### src/rtl/u2u_pkg.sv
// Shared types and constants for the UTF-8 to UCS-2 decoder.
`timescale 1ns / 1ps

package u2u_pkg;

  // Lead byte class limits
  localparam logic [7:0]  AsciiMax    = 8'h7F;
  localparam logic [7:0]  Lead2Max    = 8'hDF;
  localparam logic [7:0]  Lead3Max    = 8'hEF;
  localparam logic [15:0] SkipMax     = 16'hFFFF;

  // Continuation bytes still awaited
  typedef enum logic [1:0] {
    PendNone = 2'd0,
    PendOne  = 2'd1,
    PendTwo  = 2'd2
  } pend_e;

  typedef struct packed {
    logic [7:0] data_byte;
    logic       last;
  } in_beat_t;

  typedef struct packed {
    logic        code_valid;
    logic [15:0] code_unit;
    logic [15:0] skip_count;
  } out_beat_t;

endpackage

### src/rtl/u2u_in_reg.sv
// Input register stage: holds one accepted byte beat until the decoder takes it.
`timescale 1ns / 1ps

module u2u_in_reg (
  input  logic               clk_i,
  input  logic               rst_ni,
  input  logic               in_valid_i,
  output logic               in_ready_o,
  input  u2u_pkg::in_beat_t  in_data_i,
  output logic               beat_valid_o,
  input  logic               beat_take_i,
  output u2u_pkg::in_beat_t  beat_o
);
  import u2u_pkg::*;

  logic     valid_q, valid_d;
  in_beat_t data_q;

  // Accept when empty or when the held beat leaves this cycle
  assign in_ready_o = !valid_q || beat_take_i;

  always_comb begin
    valid_d = valid_q;
    if (in_ready_o) begin
      valid_d = in_valid_i;
    end
  end

  always_ff @(posedge clk_i or negedge rst_ni) begin
    if (!rst_ni) begin
      valid_q <= 1'b0;
    end else begin
      valid_q <= valid_d;
    end
  end

  // Payload needs no reset
  always_ff @(posedge clk_i) begin
    if (in_valid_i && in_ready_o) begin
      data_q <= in_data_i;
    end
  end

  assign beat_valid_o = valid_q;
  assign beat_o       = data_q;

endmodule

### src/rtl/u2u_core.sv
// Decode core: sequence state, partial code unit and dropped-lead counter.
`timescale 1ns / 1ps

module u2u_core (
  input  logic               clk_i,
  input  logic               rst_ni,
  input  logic               fire_i,
  input  u2u_pkg::in_beat_t  beat_i,
  output u2u_pkg::out_beat_t result_o
);
  import u2u_pkg::*;

  pend_e       pend_q, pend_d;
  logic [15:0] part_q, part_d;
  logic [15:0] skip_q, skip_d;
  logic        unit_vld;
  logic [15:0] unit;

  // Decode one byte against the current sequence state
  always_comb begin
    pend_d   = pend_q;
    part_d   = part_q;
    skip_d   = skip_q;
    unit_vld = 1'b0;
    unit     = '0;
    unique case (pend_q)
      PendNone: begin
        if (beat_i.data_byte <= AsciiMax) begin
          unit_vld = 1'b1;
          unit     = {8'h00, beat_i.data_byte};
        end else if (beat_i.data_byte <= Lead2Max) begin
          part_d = {5'b0, beat_i.data_byte[4:0], 6'b0};
          pend_d = PendOne;
        end else if (beat_i.data_byte <= Lead3Max) begin
          part_d = {beat_i.data_byte[3:0], 12'b0};
          pend_d = PendTwo;
        end else if (skip_q != SkipMax) begin
          skip_d = skip_q + 16'd1;
        end
      end
      PendOne: begin
        unit_vld = 1'b1;
        unit     = part_q + {10'b0, beat_i.data_byte[5:0]};
        part_d   = '0;
        pend_d   = PendNone;
      end
      default: begin
        part_d = part_q | {4'b0, beat_i.data_byte[5:0], 6'b0};
        pend_d = PendOne;
      end
    endcase
    // Drop an unfinished sequence at end of stream
    if (beat_i.last && pend_d != PendNone) begin
      pend_d = PendNone;
      part_d = '0;
    end
  end

  always_comb begin
    result_o.code_valid = unit_vld;
    result_o.code_unit  = unit;
    result_o.skip_count = skip_d;
  end

  // Advance state only when a beat moves on to the result register
  always_ff @(posedge clk_i or negedge rst_ni) begin
    if (!rst_ni) begin
      pend_q <= PendNone;
      part_q <= '0;
      skip_q <= '0;
    end else if (fire_i) begin
      pend_q <= pend_d;
      part_q <= part_d;
      skip_q <= skip_d;
    end
  end

endmodule

### src/rtl/u2u_out_reg.sv
// Result register stage: holds one decoded beat until the consumer takes it.
`timescale 1ns / 1ps

module u2u_out_reg (
  input  logic                clk_i,
  input  logic                rst_ni,
  input  logic                res_valid_i,
  output logic                res_ready_o,
  input  u2u_pkg::out_beat_t  res_i,
  output logic                out_valid_o,
  input  logic                out_ready_i,
  output u2u_pkg::out_beat_t  out_data_o
);
  import u2u_pkg::*;

  logic      valid_q, valid_d;
  out_beat_t data_q;

  // Load when empty or when the held beat is taken this cycle
  assign res_ready_o = !valid_q || out_ready_i;

  always_comb begin
    valid_d = valid_q;
    if (res_ready_o) begin
      valid_d = res_valid_i;
    end
  end

  always_ff @(posedge clk_i or negedge rst_ni) begin
    if (!rst_ni) begin
      valid_q <= 1'b0;
    end else begin
      valid_q <= valid_d;
    end
  end

  always_ff @(posedge clk_i) begin
    if (res_valid_i && res_ready_o) begin
      data_q <= res_i;
    end
  end

  assign out_valid_o = valid_q;
  assign out_data_o  = data_q;

endmodule

### src/rtl/utf8_to_ucs2_decoder.sv
// Top level of the UTF-8 to UCS-2 decoder.
//
//   Channel | Direction | Handshake             | Payload
//   --------+-----------+-----------------------+-----------------------------------
//   in      | input     | in_valid_i/in_ready_o | in_data_i  (data_byte, last)
//   out     | output    | out_valid_o/out_ready_i | out_data_o (code_valid, code_unit,
//           |           |                       |             skip_count)
//
// Every input beat yields exactly one output beat, via the input and result registers.
// One beat per cycle is sustained unless out stalls: the input register feeds
// the decode logic, and the result register loads in the same cycle the state advances.
// Backpressure on out stalls the result register, then the input register.
// Reset clears the sequence state, the dropped-lead counter and both valid flags.
`timescale 1ns / 1ps

module utf8_to_ucs2_decoder (
  input  logic               clk_i,
  input  logic               rst_ni,
  input  logic               in_valid_i,
  output logic               in_ready_o,
  input  u2u_pkg::in_beat_t  in_data_i,
  output logic               out_valid_o,
  input  logic               out_ready_i,
  output u2u_pkg::out_beat_t out_data_o
);
  import u2u_pkg::*;

  logic      beat_valid;
  logic      res_ready;
  logic      fire;
  in_beat_t  beat;
  out_beat_t result;

  // Beat moves from input register to result register
  assign fire = beat_valid && res_ready;

  u2u_in_reg u_in_reg (
    .clk_i        (clk_i),
    .rst_ni       (rst_ni),
    .in_valid_i   (in_valid_i),
    .in_ready_o   (in_ready_o),
    .in_data_i    (in_data_i),
    .beat_valid_o (beat_valid),
    .beat_take_i  (fire),
    .beat_o       (beat)
  );

  u2u_core u_core (
    .clk_i    (clk_i),
    .rst_ni   (rst_ni),
    .fire_i   (fire),
    .beat_i   (beat),
    .result_o (result)
  );

  u2u_out_reg u_out_reg (
    .clk_i       (clk_i),
    .rst_ni      (rst_ni),
    .res_valid_i (beat_valid),
    .res_ready_o (res_ready),
    .res_i       (result),
    .out_valid_o (out_valid_o),
    .out_ready_i (out_ready_i),
    .out_data_o  (out_data_o)
  );

endmodule
### config.mk
export PLATFORM = sky130hd
export DESIGN_NAME = utf8_to_ucs2_decoder
export DESIGN_NICKNAME = d
export VERILOG_FILES = /design/src/rtl/u2u_pkg.sv /design/src/rtl/u2u_in_reg.sv /design/src/rtl/u2u_core.sv /design/src/rtl/u2u_out_reg.sv /design/src/rtl/utf8_to_ucs2_decoder.sv
export SDC_FILE = /design/constraint.sdc
export NUM_CORES = 1
export LEC_CHECK = 0
export BUFFER_PORTS_ARGS = -buffer_cell sky130_fd_sc_hd__clkbuf_2
export CAP_MARGIN = 30
export CORE_ASPECT_RATIO = 0.9
export CORE_MARGIN = 3
export CORE_UTILIZATION = 56
export CTS_CLUSTER_SIZE = 40
export DETAILED_ROUTE_END_ITERATION = 7
export MAX_ROUTING_LAYER = met4
export PLACE_DENSITY = 0.79
export SLEW_MARGIN = 10
export SYNTH_ARGS = -nofsm -noshare
export SYNTH_HDL_FRONTEND = slang
export SYNTH_SLANG_ARGS = --single-unit
export TNS_END_PERCENT = 10
### constraint.sdc
create_clock -name clk_i -period 3.4 [get_ports clk_i]
set_clock_uncertainty 0.15 [all_clocks]
set_input_delay 0.51 -clock clk_i [delete_from_list [all_inputs] [get_ports clk_i]]
set_output_delay 0.51 -clock clk_i [all_outputs]
set_load 0.01 [all_outputs]
Yosys cells after proc, flatten, opt, wreduce, memory -nomap -nowiden:

Cells that the tools add are included.

* register bits: 78
* logic and storage cells: 49

* add/subtract/negate cells: 2
* magnitude comparators: 3
* eq/ne operators: 4
* muxes and demuxes: 19
* bitwise operators: 1
* reductions and logical operators: 10

Operators with widths (number)
* two-way mux 16 bit: 9
* case mux 16 bit (2 select lines): 2
* adder 16 x 1 -> 16 bit (second input constant): 1
* adder 16 x 6 -> 16 bit: 1
* less-or-equal comparator 8 bit (second input constant): 2
* != test 16 bit (second input constant): 1
* bitwise OR 16 x 12 -> 16 bit: 1
* less-or-equal comparator 8 x 7 -> 1 bit (second input constant): 1
* two-way mux 2 bit: 4
* two-way mux 8 bit: 1
* != test 4 x 1 -> 1 bit (second input constant): 1
* case mux 2 bit (2 select lines): 1
* logical AND 1 bit: 3
* != test 3 bit (second input constant): 1
* AND reduction 3 bit: 1
* equality test 2 x 1 -> 1 bit (second input constant): 1
* zero test 1 bit: 2
* zero test 2 bit: 1
* logical OR 1 bit: 2
* case mux 1 bit (2 select lines): 1
* nonzero test 2 bit: 1
* two-way mux 1 bit: 1

Logic depth before layout (Yosys ltp):

* depth after elaboration: 9
* mapped depth: 7

By module:

A second synthesis with hierarchy kept.

* cells, all modules: 262
* area total of the unflattened synthesis: 3246.9 um^2

By module, submodules not included
* u2u_core: times used 1, cells each 211, area an instance 1871.8 um^2
* u2u_out_reg: times used 1, cells each 37, area an instance 1044.8 um^2
* u2u_in_reg: times used 1, cells each 13, area an instance 324.1 um^2
* utf8_to_ucs2_decoder: times used 1, cells each 1, area an instance 6.3 um^2

Worst setup path before layout:

OpenSTA, ideal clock, no wires.

* path type: input -> register
* start point: in out_ready_i
* end point: reg u_core.skip_q[10]
* arrival: 2.324 ns
* required time: 3.124 ns
* path slack: 0.801 ns
* stages on the path: 6
* cells stage by stage: nand2b_1 -> nand2_1 -> inv_1 -> clkbuf_1 -> nand4_1 -> xnor2_1

* word-level cells in the longest chain between the ends: 2

Ends and longest elaborated chain
* start: declaration: line utf8_to_ucs2_decoder.sv:23 `input logic out_ready_i,`
* logical OR 1 bit: line u2u_out_reg.sv:20 `assign res_ready_o = !valid_q || out_ready_i;`
* logical AND 1 bit: line utf8_to_ucs2_decoder.sv:35 `assign fire = beat_valid && res_ready;`
* via fire: line utf8_to_ucs2_decoder.sv:30 `logic fire;`
* end signal: assignment: line u2u_core.sv:74 `skip_q <= skip_d;`
* end: declaration: line u2u_core.sv:15 `logic [15:0] skip_q, skip_d;`

The timed path passes the listed nets, and every way through them passes these cells.
A chain may end at the register's enable or synchronous reset.

==> results_dict.tcl <==
set metrics [dict create \
    status "complete, no violations" \
    cts_hold_buf 0 \
    drc_errors 0 \
    max-slew-margin-rel_pct 47.1 \
    drtPass1Iterations 4 \
    multi_input_area_um2 1030 \
    setup_viol 0 \
    sw_frac_of_total_pct 23.8 \
    yosysTopAreaCell "edfxtp_1" \
    worstSetupPathType "reg2reg" \
    clk_pin_slew_ns 0.07 \
    rsz0062_at_grt "no" \
    asyncSetResetFlopFracSynth_pct 41.7 \
    cts_tree "done" \
    core_area_um2 5320 \
    clkPwrFrac_pct 35.0 \
    cp_max_fo 7 \
    synthTopCellsByCount "42 x edfxtp_1, 30 x dfrtp_1, 23 x nand2_1" \
    timing.fmax_mhz 407 \
    powerDensity_nw_per_um2 535 \
    pwr-share-comb_pct 10.2 \
    peakVddDrop_mv 0.301 \
    cp-end-kind "flip-flop" \
    post_cts_buffers 0 \
    finalNetCount 310 \
    p_int_uw 1470 \
    p_switching_uw 458 \
    clk_path_buf_depth 2 \
    drv_slew 0 \
    ys_ff_latch 72 \
    fillCellCount 393 \
    num_vias 1966 \
    cp.required_ns 3.33 \
    reg2reg_to "u_out_reg.out_data_o[9]" \
    p_seq_share_pct 54.8 \
    dpl_worst_slack_ns 0.982 \
    maxCapViolCount 0 \
    die-area_um2 6490 \
    syn2layout_area_growth_pct 15.5 \
    htreeDepth 3 \
    hold_viol 0 \
    grt_max_degree 31 \
    die_y_um 76.7 \
    ys_top_cells_by_area "edfxtp_1 40%, dfrtp_1 24%, and2_1 3.4%, xor2_1 3.4%, nand2_1 2.8%" \
    synth_top_area_share_pct 40.5 \
    fin_ws_ns 0.944 \
    clock_sinks 72 \
    numPortBuffers 47 \
    routed_wl_mm 5.29 \
    synth_edf_count 42 \
    grt_pass1_wl_mm 8.90 \
    start_util_pct 58.6 \
    hold_class "in2async" \
    r2r_start "u_core.skip_q[0]" \
    overflow 0 \
    arrival_ns 2.39 \
    crit_path_end "u_out_reg.out_data_o[9]" \
    period_minus_slack_ns 2.46 \
    syn-num-nets 258 \
    io_pins 48 \
    leakage_uw 0.00156 \
    grt_usage_pct 18.5 \
    ctsResizeCount 0 \
    syn_area_per_cell_um2 12.8 \
    tightest_slew_ns 0.787 \
    ys_warn_count 0 \
    crit_path_start_kind "flip-flop" \
    hpwlAfterDp_mm 3.57 \
    fin_tns_setup_ns 0 \
    place.gp.congestion 0.847 \
    r2r_setup_slack_ns 0.94 \
    std_cell_rows 25 \
    synth-main-ff-cell "edfxtp_1" \
    syn_area_um2 3110 \
    synth.most_common_cell "edfxtp_1" \
    drt_iter0_markers 139 \
    ys_types 44 \
    die_w_um 84.6 \
    r2r_cells 6 \
    seq_area_frac_synth_pct 64.6 \
    vias_per_cell 5.34 \
    post_drt_wl_per_cell_um 14.4 \
    crit_start "u_core.skip_q[0]" \
    antenna_cells 0 \
    grt_pass1_vias 1828 \
    syn_inst 244 \
    final_layout_size_suffix_gt1_share_pct 27.2 \
    clockRootBuffer "clkbuf_8" \
    antenna_found_initial 0 \
    clkLatencyLatePin_ns 0.34 \
    drt.antenna.violating_nets 0 \
    register_area_um2 2010 \
    numCtsBuffers 9 \
    fin_crit_sh_pct 72.2 \
]
[sequential cells by signal (all words and copies together) (netlist names)]
| register | count |
|---|---|
| u_in_reg.beat_valid_o | 1 |
| u_in_reg.beat_o | 9 |
| u_out_reg.out_data_o | 33 |
| u_core.skip_q | 16 |
| u_core.pend_q | 2 |
| u_core.part_q | 10 |
| u_out_reg.out_valid_o | 1 |
[worst min path at each step]
| stage | endpoint | slack [ns] | cells past startpoint |
|---|---|---|---|
| floorplan | u_core.part_q[10] | 0.06 | 0 |
| global placement | u_core.part_q[13] | 0.32 | 2 |
| detailed placement | u_core.part_q[12] | 0.33 | 2 |
| CTS | u_core.skip_q[7] | 0.10 | 1 |
| global route | u_core.part_q[10] | 0.13 | 1 |
| finish | u_core.skip_q[7] | 0.08 | 1 |
[power groups by stage]
| stage | sequential (uW) | combinational (uW) | clock, uW |
|---|---|---|---|
| 2_1_floorplan | 1080 | 108 | 0 |
| 3_3_place_gp | 1070 | 192 | 0 |
| 3_5_place_dp | 1070 | 196 | 0 |
| 4_1_cts | 1050 | 198 | 692 |
| 5_1_grt | 1060 | 219 | 729 |
| 6_report | 1060 | 196 | 675 |
[worst max-delay path, stage by stage (launching register included)]
cell     delay (ns)
dfrtp_1        0.44
ha_1           0.29
nand4_1        0.12
or4_4          0.57
or3b_1         0.38
nor2_1         0.11
xor2_1         0.15
[layout by cell type, fill, tap and decap left out, types with 5 or more instances in the layout]
master,Yosys,layout
mux2_2,6,6
nand4_1,8,8
dfrtp_1,30,30
and2_1,17,17
nand2_1,23,23
nor3_1,6,6
nand3_1,9,9
a22o_1,5,5
nor2_1,15,15
a21oi_1,9,9
edfxtp_1,42,42
o21ai_0,5,5
clkbuf_8,0,11
xor2_1,12,12
clkbuf_2,1,47
xnor2_1,8,8
[area by class of cell]
cell class | count | area share (%)
Multi-Input combinational cell | 160 | 28.7
Inverter | 3 | 0.313
Sequential cell | 72 | 55.9
Tap cell | 67 | 2.33
Timing Repair Buffer | 50 | 7.17
Clock inverter | 3 | 1.18
Clock buffer | 13 | 4.42
[metrics by stage]
stage / hold slack, ns / power [uW] / utilization, % / std cells / area (um^2)
3_5_place_dp: 0.331 / 1270 / 63.9 / 352 / 3400
4_1_cts: 0.100 / 1950 / 67.6 / 368 / 3600
6_report: 0.0829 / 1930 / 67.6 / 368 / 3600
5_1_grt: 0.132 / 2010 / 67.6 / 368 / 3600
3_3_place_gp: 0.316 / 1260 / 63.9 / 352 / 3400
2_1_floorplan: 0.0644 / 1190 / - / 244 / 3110
[logic make-up after synthesis]
family	count (synthesis)	synth area share (%)
AO/OA/AOI/OAI	25	5.06
XOR/XNOR	20	5.62
adder cells (fa/ha/maj)	1	0.402
buffers and inverters	12	2.29
flip-flops	72	64.6
multiplexers	7	2.65
AND/OR/NAND/NOR	107	19.4
[metal layers]
metal | part of all wire, % | global-route usage, % | vias up
li1 | - | - | 974
met1 | 50 | 26.4 | 929
met2 | 43 | 24.3 | 56
met3 | 5.8 | 5.91 | 7
met4 | 1.7 | 8.07 | 0
met5 | 0 | - | -
No activity file was read; power rests on OpenSTA's default activity.
